**src/sv/tpw_pkg.sv**
```systemverilog
// ----------------------------------------------------------------------------
// tpw_pkg
// Shared widths, register indexes, sequencer states and control types for the
// transect pixel walker.
// ----------------------------------------------------------------------------
`default_nettype none

package tpw_pkg;

    // field widths
    localparam int COORD_W    = 12;
    localparam int REG_W      = 13;
    localparam int ESL_W      = 2;
    localparam int CH_W       = 4;
    localparam int ADDR_W     = 31;
    localparam int CFG_IDX_W  = 2;

    // row base (channel*rows + y) always fits in 17 bits, product in 30
    localparam int ROWB_W     = 17;
    localparam int PROD_W     = ROWB_W + REG_W;

    localparam int MAX_POINTS_DEF = 64;

    // configuration register indexes
    localparam logic [CFG_IDX_W-1:0] CFG_ROW_LENGTH = 2'd0;
    localparam logic [CFG_IDX_W-1:0] CFG_IMAGE_ROWS = 2'd1;
    localparam logic [CFG_IDX_W-1:0] CFG_ELEM_LOG2  = 2'd2;

    // sequencer states
    typedef enum logic [2:0] {
        S_IDLE,
        S_BASE,
        S_LATCH,
        S_SCAN,
        S_STEP,
        S_MUL,
        S_ADDR,
        S_OUT
    } t_state;

    // walker control
    typedef struct packed {
        logic load;
        logic step;
    } t_walk_ctl;

endpackage

`default_nettype wire

```
**src/sv/tpw_walker.sv**
```systemverilog
// ----------------------------------------------------------------------------
// tpw_walker
// Grid walker: holds the current cell and the cross-multiplied error terms,
// takes one x, y or diagonal step per cycle on request.
// ----------------------------------------------------------------------------
`default_nettype none

module tpw_walker #(
    parameter int ERR_W = 20
) (
    input  wire                          i_clk,
    input  wire tpw_pkg::t_walk_ctl      i_ctl,
    input  wire [tpw_pkg::COORD_W-1:0]   i_x_start,
    input  wire [tpw_pkg::COORD_W-1:0]   i_y_start,
    input  wire [tpw_pkg::COORD_W-1:0]   i_x_end,
    input  wire [tpw_pkg::COORD_W-1:0]   i_y_end,
    output logic [tpw_pkg::COORD_W-1:0]  o_x,
    output logic [tpw_pkg::COORD_W-1:0]  o_y,
    output logic                         o_at_end
);

    logic [tpw_pkg::COORD_W-1:0] r_x, n_x;
    logic [tpw_pkg::COORD_W-1:0] r_y, n_y;
    logic [ERR_W-1:0]            r_tx, n_tx;
    logic [ERR_W-1:0]            r_ty, n_ty;
    logic [ERR_W-1:0]            r_ax2, n_ax2;
    logic [ERR_W-1:0]            r_ay2, n_ay2;
    logic                        r_x_neg, n_x_neg;
    logic                        r_y_neg, n_y_neg;

    logic [tpw_pkg::COORD_W-1:0] w_ax;
    logic [tpw_pkg::COORD_W-1:0] w_ay;
    logic                        w_do_x;
    logic                        w_do_y;

    // absolute distances for a fresh walk
    always_comb begin
        w_ax = (i_x_end > i_x_start) ? (i_x_end - i_x_start) : (i_x_start - i_x_end);
        w_ay = (i_y_end > i_y_start) ? (i_y_end - i_y_start) : (i_y_start - i_y_end);
    end

    // step decision: equal terms mean an exact corner, step both ways
    always_comb begin
        w_do_x = (r_tx <= r_ty);
        w_do_y = (r_tx >= r_ty);
    end

    // next walker state
    always_comb begin
        n_x     = r_x;
        n_y     = r_y;
        n_tx    = r_tx;
        n_ty    = r_ty;
        n_ax2   = r_ax2;
        n_ay2   = r_ay2;
        n_x_neg = r_x_neg;
        n_y_neg = r_y_neg;
        if (i_ctl.load) begin
            n_x     = i_x_start;
            n_y     = i_y_start;
            n_tx    = ERR_W'(w_ay);
            n_ty    = ERR_W'(w_ax);
            n_ax2   = ERR_W'({w_ax, 1'b0});
            n_ay2   = ERR_W'({w_ay, 1'b0});
            n_x_neg = (i_x_end < i_x_start);
            n_y_neg = (i_y_end < i_y_start);
        end else if (i_ctl.step) begin
            if (w_do_x) begin
                n_x  = r_x_neg ? (r_x - 1'b1) : (r_x + 1'b1);
                n_tx = r_tx + r_ay2;
            end
            if (w_do_y) begin
                n_y  = r_y_neg ? (r_y - 1'b1) : (r_y + 1'b1);
                n_ty = r_ty + r_ax2;
            end
        end
    end

    always_ff @(posedge i_clk) begin
        r_x     <= n_x;
        r_y     <= n_y;
        r_tx    <= n_tx;
        r_ty    <= n_ty;
        r_ax2   <= n_ax2;
        r_ay2   <= n_ay2;
        r_x_neg <= n_x_neg;
        r_y_neg <= n_y_neg;
    end

    assign o_x      = r_x;
    assign o_y      = r_y;
    assign o_at_end = (r_x == i_x_end) && (r_y == i_y_end);

endmodule

`default_nettype wire

```
**src/sv/tpw_mul.sv**
```systemverilog
// ----------------------------------------------------------------------------
// tpw_mul
// Shared address multiplier with a registered product, used for the channel
// plane base and for each row offset.
// ----------------------------------------------------------------------------
`default_nettype none

module tpw_mul (
    input  wire                          i_clk,
    input  wire [tpw_pkg::ROWB_W-1:0]    i_a,
    input  wire [tpw_pkg::REG_W-1:0]     i_b,
    output logic [tpw_pkg::PROD_W-1:0]   o_prod
);

    logic [tpw_pkg::PROD_W-1:0] r_prod;

    // one product per cycle
    always_ff @(posedge i_clk) begin
        r_prod <= tpw_pkg::PROD_W'(i_a) * tpw_pkg::PROD_W'(i_b);
    end

    assign o_prod = r_prod;

endmodule

`default_nettype wire

```
**src/sv/transect_pixel_walker.sv**
```systemverilog
// ----------------------------------------------------------------------------
// transect_pixel_walker
// Lists the grid cells crossed by the line between two pixel centres, with
// their band-sequential byte addresses.
// ----------------------------------------------------------------------------
// One request at a time. A request whose start equals its end gives a single
// empty_path word in the cycle after it is taken. Otherwise the walker first
// runs a counting pass over the path (up to MAX_POINTS steps) to learn whether
// it will be cut, then walks again and emits one word per cell. Each cell goes
// through a walker step, the row multiply on the shared multiplier, the address
// add and shift, and the output word, which is held while the output stalls.
// The input stalls until the final word of a path is taken.
`default_nettype none

module transect_pixel_walker #(
    parameter int MAX_POINTS = tpw_pkg::MAX_POINTS_DEF
) (
    input  wire                             i_clk,
    input  wire                             i_rst_n,
    // configuration
    input  wire                             i_cfg_we,
    input  wire [tpw_pkg::CFG_IDX_W-1:0]    i_cfg_index,
    input  wire [tpw_pkg::REG_W-1:0]        i_cfg_data,
    // request channel
    input  wire                             i_in_valid,
    output logic                            o_in_stall,
    input  wire [tpw_pkg::COORD_W-1:0]      i_x_start,
    input  wire [tpw_pkg::COORD_W-1:0]      i_y_start,
    input  wire [tpw_pkg::COORD_W-1:0]      i_x_end,
    input  wire [tpw_pkg::COORD_W-1:0]      i_y_end,
    input  wire [tpw_pkg::CH_W-1:0]         i_channel,
    // cell channel
    output logic                            o_out_valid,
    input  wire                             i_out_stall,
    output logic [tpw_pkg::COORD_W-1:0]     o_x_pos,
    output logic [tpw_pkg::COORD_W-1:0]     o_y_pos,
    output logic [tpw_pkg::ADDR_W-1:0]      o_byte_address,
    output logic                            o_is_last,
    output logic                            o_truncated,
    output logic                            o_empty_path
);

    localparam int CNT_W = $clog2(MAX_POINTS + 1);
    localparam int ERR_W = tpw_pkg::COORD_W + $clog2(2 * MAX_POINTS + 2);
    localparam logic [CNT_W-1:0] CNT_MAX = CNT_W'(MAX_POINTS);

    tpw_pkg::t_state r_state, n_state;

    // configuration registers
    logic [tpw_pkg::REG_W-1:0]   r_row_length;
    logic [tpw_pkg::REG_W-1:0]   r_image_rows;
    logic [tpw_pkg::ESL_W-1:0]   r_elem_log2;

    // request registers
    logic [tpw_pkg::COORD_W-1:0] r_xs, r_ys, r_xe, r_ye;
    logic [tpw_pkg::CH_W-1:0]    r_ch;
    logic [tpw_pkg::ROWB_W-1:0]  r_base;
    logic [CNT_W-1:0]            r_cnt;
    logic                        r_trunc;

    // output word
    logic                        r_out_valid;
    logic [tpw_pkg::COORD_W-1:0] r_x_pos, r_y_pos;
    logic [tpw_pkg::ADDR_W-1:0]  r_addr;
    logic                        r_last, r_trunc_o, r_empty;

    tpw_pkg::t_walk_ctl          w_ctl;
    logic [tpw_pkg::COORD_W-1:0] w_x, w_y;
    logic                        w_at_end;
    logic [tpw_pkg::ROWB_W-1:0]  w_mul_a;
    logic [tpw_pkg::REG_W-1:0]   w_mul_b;
    logic [tpw_pkg::PROD_W-1:0]  w_prod;
    logic [tpw_pkg::ADDR_W-1:0]  w_sum;
    logic [tpw_pkg::ADDR_W-1:0]  w_addr;
    logic                        w_in_acc;
    logic                        w_out_acc;
    logic                        w_scan_done;

    assign w_in_acc    = i_in_valid && !o_in_stall;
    assign w_out_acc   = r_out_valid && !i_out_stall;
    assign w_scan_done = w_at_end || (r_cnt == CNT_MAX);

    tpw_walker #(
        .ERR_W (ERR_W)
    ) u_walker (
        .i_clk     (i_clk),
        .i_ctl     (w_ctl),
        .i_x_start (r_xs),
        .i_y_start (r_ys),
        .i_x_end   (r_xe),
        .i_y_end   (r_ye),
        .o_x       (w_x),
        .o_y       (w_y),
        .o_at_end  (w_at_end)
    );

    // multiplier operands: plane base first, then row offsets
    always_comb begin
        if (r_state == tpw_pkg::S_BASE) begin
            w_mul_a = tpw_pkg::ROWB_W'(r_ch);
            w_mul_b = r_image_rows;
        end else begin
            w_mul_a = r_base + tpw_pkg::ROWB_W'(w_y);
            w_mul_b = r_row_length;
        end
    end

    tpw_mul u_mul (
        .i_clk  (i_clk),
        .i_a    (w_mul_a),
        .i_b    (w_mul_b),
        .o_prod (w_prod)
    );

    // address add and element scaling, wraps to the address width
    always_comb begin
        w_sum  = tpw_pkg::ADDR_W'(w_prod) + tpw_pkg::ADDR_W'(w_x);
        w_addr = w_sum << r_elem_log2;
    end

    // state register
    always_ff @(posedge i_clk) begin
        if (!i_rst_n) begin
            r_state <= tpw_pkg::S_IDLE;
        end else begin
            r_state <= n_state;
        end
    end

    // next state and walker control
    always_comb begin
        n_state    = r_state;
        w_ctl      = '0;
        o_in_stall = 1'b1;
        unique case (r_state)
            tpw_pkg::S_IDLE: begin
                o_in_stall = 1'b0;
                if (i_in_valid) begin
                    if ((i_x_start == i_x_end) && (i_y_start == i_y_end)) begin
                        n_state = tpw_pkg::S_OUT;
                    end else begin
                        n_state = tpw_pkg::S_BASE;
                    end
                end
            end
            tpw_pkg::S_BASE: begin
                w_ctl.load = 1'b1;
                n_state    = tpw_pkg::S_LATCH;
            end
            tpw_pkg::S_LATCH: begin
                n_state = tpw_pkg::S_SCAN;
            end
            tpw_pkg::S_SCAN: begin
                if (w_scan_done) begin
                    w_ctl.load = 1'b1;
                    n_state    = tpw_pkg::S_STEP;
                end else begin
                    w_ctl.step = 1'b1;
                end
            end
            tpw_pkg::S_STEP: begin
                w_ctl.step = 1'b1;
                n_state    = tpw_pkg::S_MUL;
            end
            tpw_pkg::S_MUL: begin
                n_state = tpw_pkg::S_ADDR;
            end
            tpw_pkg::S_ADDR: begin
                n_state = tpw_pkg::S_OUT;
            end
            tpw_pkg::S_OUT: begin
                if (w_out_acc) begin
                    n_state = r_last ? tpw_pkg::S_IDLE : tpw_pkg::S_STEP;
                end
            end
            default: begin
                n_state = tpw_pkg::S_IDLE;
            end
        endcase
    end

    // configuration writes
    always_ff @(posedge i_clk) begin
        if (!i_rst_n) begin
            r_row_length <= tpw_pkg::REG_W'(1);
            r_image_rows <= tpw_pkg::REG_W'(1);
            r_elem_log2  <= '0;
        end else if (i_cfg_we) begin
            unique case (i_cfg_index)
                tpw_pkg::CFG_ROW_LENGTH: r_row_length <= i_cfg_data;
                tpw_pkg::CFG_IMAGE_ROWS: r_image_rows <= i_cfg_data;
                tpw_pkg::CFG_ELEM_LOG2:  r_elem_log2  <= i_cfg_data[tpw_pkg::ESL_W-1:0];
                default: ;
            endcase
        end
    end

    // request capture, step count and truncation flag
    always_ff @(posedge i_clk) begin
        if (!i_rst_n) begin
            r_cnt   <= '0;
            r_trunc <= 1'b0;
        end else begin
            unique case (r_state)
                tpw_pkg::S_IDLE: begin
                    r_cnt <= '0;
                end
                tpw_pkg::S_SCAN: begin
                    if (w_scan_done) begin
                        r_trunc <= !w_at_end;
                        r_cnt   <= '0;
                    end else begin
                        r_cnt <= r_cnt + 1'b1;
                    end
                end
                tpw_pkg::S_STEP: begin
                    r_cnt <= r_cnt + 1'b1;
                end
                default: ;
            endcase
        end
    end

    always_ff @(posedge i_clk) begin
        if (w_in_acc) begin
            r_xs <= i_x_start;
            r_ys <= i_y_start;
            r_xe <= i_x_end;
            r_ye <= i_y_end;
            r_ch <= i_channel;
        end
        if (r_state == tpw_pkg::S_LATCH) begin
            r_base <= w_prod[tpw_pkg::ROWB_W-1:0];
        end
    end

    // output word register
    always_ff @(posedge i_clk) begin
        if (!i_rst_n) begin
            r_out_valid <= 1'b0;
            r_last      <= 1'b0;
        end else if (w_in_acc && (i_x_start == i_x_end) && (i_y_start == i_y_end)) begin
            r_out_valid <= 1'b1;
            r_last      <= 1'b1;
        end else if (r_state == tpw_pkg::S_ADDR) begin
            r_out_valid <= 1'b1;
            r_last      <= w_at_end || (r_cnt == CNT_MAX);
        end else if (w_out_acc) begin
            r_out_valid <= 1'b0;
        end
    end

    always_ff @(posedge i_clk) begin
        if (w_in_acc) begin
            r_x_pos   <= i_x_start;
            r_y_pos   <= i_y_start;
            r_addr    <= '0;
            r_trunc_o <= 1'b0;
            r_empty   <= 1'b1;
        end else if (r_state == tpw_pkg::S_ADDR) begin
            r_x_pos   <= w_x;
            r_y_pos   <= w_y;
            r_addr    <= w_addr;
            r_trunc_o <= r_trunc;
            r_empty   <= 1'b0;
        end
    end

    assign o_out_valid    = r_out_valid;
    assign o_x_pos        = r_x_pos;
    assign o_y_pos        = r_y_pos;
    assign o_byte_address = r_addr;
    assign o_is_last      = r_last;
    assign o_truncated    = r_trunc_o;
    assign o_empty_path   = r_empty;

    // checks
    a_idle_no_word: assert property (@(posedge i_clk) disable iff (!i_rst_n)
        !o_in_stall |-> !o_out_valid)
        else $error("output word pending while taking a request");

    a_accept_busy: assert property (@(posedge i_clk) disable iff (!i_rst_n)
        w_in_acc |=> o_in_stall)
        else $error("request taken but walker not busy");

    a_empty_single: assert property (@(posedge i_clk) disable iff (!i_rst_n)
        (o_out_valid && o_empty_path) |-> (o_is_last && !o_truncated))
        else $error("empty path word not final or marked cut");

    a_cnt_bound: assert property (@(posedge i_clk) disable iff (!i_rst_n)
        r_cnt <= CNT_MAX)
        else $error("step count beyond cap");

    a_last_idle: assert property (@(posedge i_clk) disable iff (!i_rst_n)
        (w_out_acc && o_is_last) |=> (r_state == tpw_pkg::S_IDLE))
        else $error("final word taken but walker still busy");

endmodule

`default_nettype wire
```
**config.mk**
```make
export PLATFORM = sky130hd
export DESIGN_NAME = transect_pixel_walker
export DESIGN_NICKNAME = d
export VERILOG_FILES = /design/src/sv/tpw_pkg.sv /design/src/sv/tpw_walker.sv /design/src/sv/tpw_mul.sv /design/src/sv/transect_pixel_walker.sv
export SDC_FILE = /design/constraint.sdc
export NUM_CORES = 1
export LEC_CHECK = 0
export BUFFER_PORTS_ARGS = -buffer_cell sky130_fd_sc_hd__buf_2
export CORE_MARGIN = 5
export CORE_UTILIZATION = 60
export CTS_BUF_LIST = sky130_fd_sc_hd__clkbuf_4
export DETAILED_ROUTE_END_ITERATION = 10
export PLACE_DENSITY = 0.78
export SKIP_CTS_REPAIR_TIMING = 1
export SYNTH_ARGS = -nofsm -noshare
export SYNTH_HDL_FRONTEND = slang
export SYNTH_HIERARCHICAL = 1
export SYNTH_SLANG_ARGS = --single-unit
export TNS_END_PERCENT = 1
```
**constraint.sdc**
```tcl
create_clock -name i_clk -period 7.7 [get_ports i_clk]
set_input_delay 0.385 -clock i_clk [delete_from_list [all_inputs] [get_ports i_clk]]
set_output_delay 0.385 -clock i_clk [all_outputs]
set_load 0.01 [all_outputs]
```
Word level (Yosys, flattened, before mapping) --
Index checks and enable logic that the tools add are counted.
Cells by class: $add $sub $neg 13, $mul 1, $lt $le $gt $ge 6, equal/unequal tests 17, shift operators 1, muxes and demuxes 40, reductions and logical operators 27
Operators by type and width (number):
- $mux 12 | 20
- $eq 12x12->1 | 4
- $sub 12x12->12 | 4
- $add 20x13->20 | 2
- $add 30x12->31 | 1
- $shl 31x2->31 | 1
- $mul 17x13->30 | 1
- $add 12x1->12 const B | 2
- $gt 12x12->1 | 2
- $lt 12x12->1 | 2
- $pmux 3 s8 | 1
- $sub 12x1->12 const B | 2
- $pmux 7 s3 | 1
- $ge 20x20->1 | 1
- $le 20x20->1 | 1
- $add 17x12->17 | 1
- $mux 17 | 1
- $reduce_and 2->1 | 8
- $mux 3 | 5
- $mux 13 | 1
- $eq 3x3->1 const B | 4
- $reduce_bool 2->1 | 5
- $mux 1 | 8
- $add 7x1->7 const B | 1
- 15 further kinds | 26
Word-level totals: bits in registers 287, input port bits 72, output and inout bits 60, word-level logic and storage cells 135

Depth between registers and ports, before layout --
word-level depth 7, depth in mapped cells 30, mapped depth without buffers 28

Modules after synthesis --
The synthesis kept the hierarchy.
By module, submodules not included:
- transect_pixel_walker | instances 1, cells each 918, area an instance 8851.0 µm², seq. area each 4274.1 µm²
- tpw_walker | instances 1, cells each 929, area an instance 8520.7 µm², seq. area each 2542.4 µm²
- tpw_mul | instances 1, cells each 921, area an instance 8003.9 µm², seq. area each 600.6 µm²

Least setup slack after synthesis --
No wires, ideal clock.
path type reg2reg, from register u_walker.r_y (netlist bit u_walker/o_y[1]), to register u_mul.r_prod (netlist bit u_mul/o_prod[27]), library setup time 128 ps, data arrival time 6754 ps, data required time 7572 ps, setup slack 818 ps, cell stages (with the launch flop) 28, path buffers 2, period minus slack after synthesis 6882 ps, path through edfxtp_1 -> ha_1 -> a21o_1 -> a21oi_1 -> o21bai_1 -> a31o_2 -> a311o_1 -> a31oi_1 -> o21ai_0 -> a21oi_1 -> clkbuf_1 -> nand2_1 -> fa_1 -> fa_1 -> inv_1 -> fa_1 -> fa_1 -> inv_1 -> fa_1 -> inv_1 -> ha_1 -> clkbuf_2 -> a21oi_1 -> o21ai_1 -> a2111oi_0 -> o21a_1 -> o32ai_2 -> xor2_1
Between the ends: cells in the longest elaborated chain, start to end 3
Ends and longest elaborated chain:
- from (decl) | RTL line tpw_walker.sv:23 | logic [tpw_pkg::COORD_W-1:0] r_y, n_y;
- from (signal assigned) | RTL line tpw_walker.sv:81 | r_y <= n_y;
- $add 17x12->17 | RTL line transect_pixel_walker.sv:103 | w_mul_a = r_base + tpw_pkg::ROWB_W'(w_y);
- $mux 17 | RTL line transect_pixel_walker.sv:99 | if (r_state == tpw_pkg::S_BASE) begin
- via w_mul_a, one bit | RTL line transect_pixel_walker.sv:70 | logic [tpw_pkg::ROWB_W-1:0] w_mul_a;
- $mul 17x13->30 | RTL line tpw_mul.sv:19 | r_prod <= tpw_pkg::PROD_W'(i_a) * tpw_pkg::PROD_W'(i_b);
- to (signal assigned) | RTL line tpw_mul.sv:19
- to (decl) | RTL line tpw_mul.sv:15 | logic [tpw_pkg::PROD_W-1:0] r_prod;
The timed path passes the listed nets, and every way through them passes these cells. A chain may end at the register's enable or synchronous reset.

Worst setup path in the final report --
from register u_walker.r_y (netlist bit u_walker/o_y[0]), to register u_mul.r_prod (netlist bit u_mul/o_prod[26])
Same word-level chain as after synthesis.

==> metrics <==
prevailing post-synth register cell edfxtp_1; Chip Height about 220 um; number of buffers inserted by port buffering roughly 130; drc violations 0; Setup crit end kind register; area delta synth->final 10.8%; PD cells 346 nW/um2; num rows 75; placed insts about 3400; Ys Warns 6; Synth cell types about 100; fin crit share 0.940; clock latency on the worst-skew pair approximately 820 ps; number of synthesized register bits between 200 and 300; CP Data Arrival Time around 7900 ps; Post-Layout Cell Count between 3000 and 4000; Final min period between 7000 and 8000 ps; Yosys top cell by area edfxtp_1; top cell type's share of synthesized area 0.198; met3 usage in global routing 0.0429; vias in the first global route around 21000; top-count cell post-synth nand2_1; top post-synthesis cells by count nand2_1 (389), inv_1 (337), ha_1 (211); H-tree levels 3; critical path type reg -> reg; Tot Pwr 9720 uW; Hold Path Class in -> reg; IO Pins approximately 130; worst endpoint required time 8370 ps; HPWL after detailed placement ~53000 um; first-pass detailed-route iteration total 6; Synth Area in Compound Gates 0.144; Nets 3422; initial core utilization 0.606; Initial DRC Count roughly 1800; Synth Area in XOR/XNOR 0.0538; CTS max path bufs 3; clk root buf clkbuf_4; gr usage total 0.292; final antenna-violating net count 0; fraction of layout cells with a size suffix above 1 0.127; grt ovf 0; TritonCTS clock tree done; wirelength, routed slightly above 70000 um; Rel. slew slack 0.219; antenna violations before repair 2; worst vdd ir ~190 uV; Final Setup Violations 0; final setup TNS 0 ps; register area share after synthesis 0.292; drt wl/cell between 15 and 20 um; setup ws final about 460 ps; Synth area leaders edfxtp_1 (20%), fa_1 (14%), ha_1 (10%); Fin. Hold Viols 0; core area ~42000 um2; Post-synth EDFFs about 170; Routability Congestion 0.947; pre-CTS setup slack about 360 ps; CTS buffer count 79; max cap viols 0; RSZ-0062 raised after global routing false; Die W 216 um; Cells after Synth roughly 2800; largest family of logic cells by synthesized area adder cells; multiplexer share of the synthesized area 0.0285; upper clock frequency limit between 0.1 and 0.15 GHz; CP Launch Type register; Leakage Power 0.0125 uW; Util after Layout 0.672; synthesized cell area 25400 um2; worst-path maximum fanout 13; Slew Viols, Final 0; synthesized area per cell 9.17 um2; syn nets about 3200; Adder-Cell Fraction of Synth Area 0.242; Worst-Margin Slew approximately 1200 ps; routing usage on met2 0.517; Async S/R FF share, synth 0; GR peak layer met2; first-pass GRT wire length around 110000 um; outcome finished, final reports clean; largest net degree at the start of global routing between 80 and 90; Simple-Gate Fraction of Synth Area 0.169; vias per cell between 6 and 7; Sinks on Clock Net 287; Clock Pin Slew Worst Setup and Hold Paths around 70 ps; DIE AREA 46500 um2; via count between 20000 and 25000; Setup Skew ~75 ps; met1 Use GR 0.350
logic make-up after synthesis:
family / after synthesis
buffers and inverters: 452
XOR/XNOR: 156
adder cells (fa/ha/maj): 386
multiplexers: 65
AND/OR/NAND/NOR: 883
flip-flops: 287
AO/OA/AOI/OAI: 539
cells in the final DEF (no fill, tap or decap), drive strengths merged, types with 107 or more instances in the layout:
cell	count
nor2	107
nand2	389
ha	211
clkbuf	116
buf	160
fa	175
edfxtp	167
and2	116
inv	339
a21oi	149
dfxtp	120
worst max-delay path: stages, from the launching register on:
cell       delay (ps)
edfxtp_1          390
ha_1              220
fa_1              410
a21o_1            170
a21oi_1           240
nand2b_1          200
a211oi_1          110
a21oi_1           190
xor2_1            200
nor2_1             60
buf_4             210
and2_1            180
fa_1              540
inv_1              60
fa_1              540
inv_1              60
fa_1              480
fa_1              490
inv_1              60
fa_1              530
inv_1              40
ha_1              410
a21oi_1           190
o21ai_0           160
a31oi_4           220
o221ai_2          190
a2111oi_2         310
and4b_1           230
area by class of cell:
type / count / area [um2]
Antenna cell: 3 / 7.51
Clock buffer: 116 / 871
Clock inverter: 19 / 113
Fill cell: 3274 / 13700
Inverter: 340 / 1280
Multi-Input combinational cell: 2029 / 16200
Sequential cell: 287 / 7420
Tap cell: 539 / 674
Timing Repair Buffer: 227 / 1540
sequential cells by signal (all words and copies together) (netlist names), 13 cells and up:
name and flops:
u_walker/r_ty 20, r_base 17, r_row_length 13, u_mul/o_prod 30
r_image_rows 13, o_byte_address 31, u_walker/r_tx 20
where the power goes:
group          internal [uW]  leakage (uW)  switching, uW
Sequential              2150       0.00255            380
Combinational           2250       0.00938           3550
Clock                    721      0.000584            676
per-stage QoR:
step / hold WS [ps] / instance area, um2
after detailed placement: 427 / 26400
final: 109 / 28100
after global placement: 428 / 26400
after CTS: -264 / 27400
after floorplan: 412 / 25400
after global routing: 85.5 / 28100
path summary, 6_finish.rpt:
path | cells past startpoint | to | slack (ps) | startpoint
worst max register to register | 27 | u_mul/o_prod[26] | 460 | u_walker/o_y[0]
worst max-delay path | 27 | u_mul/o_prod[26] | 460 | u_walker/o_y[0]
worst min register to register | 0 | r_base[9] | 430 | u_mul/o_prod[9]
worst min-delay path | 3 | r_trunc | 110 | i_rst_n
metal layers:
| layer | wire [um] | share of wire |
|---|---|---|
| met1 | 26700 | 0.38 |
| met2 | 35500 | 0.50 |
| met3 | 4380 | 0.062 |
| met4 | 3750 | 0.053 |
| met5 | 0 | 0 |
(Power assumes the default switching activity.)
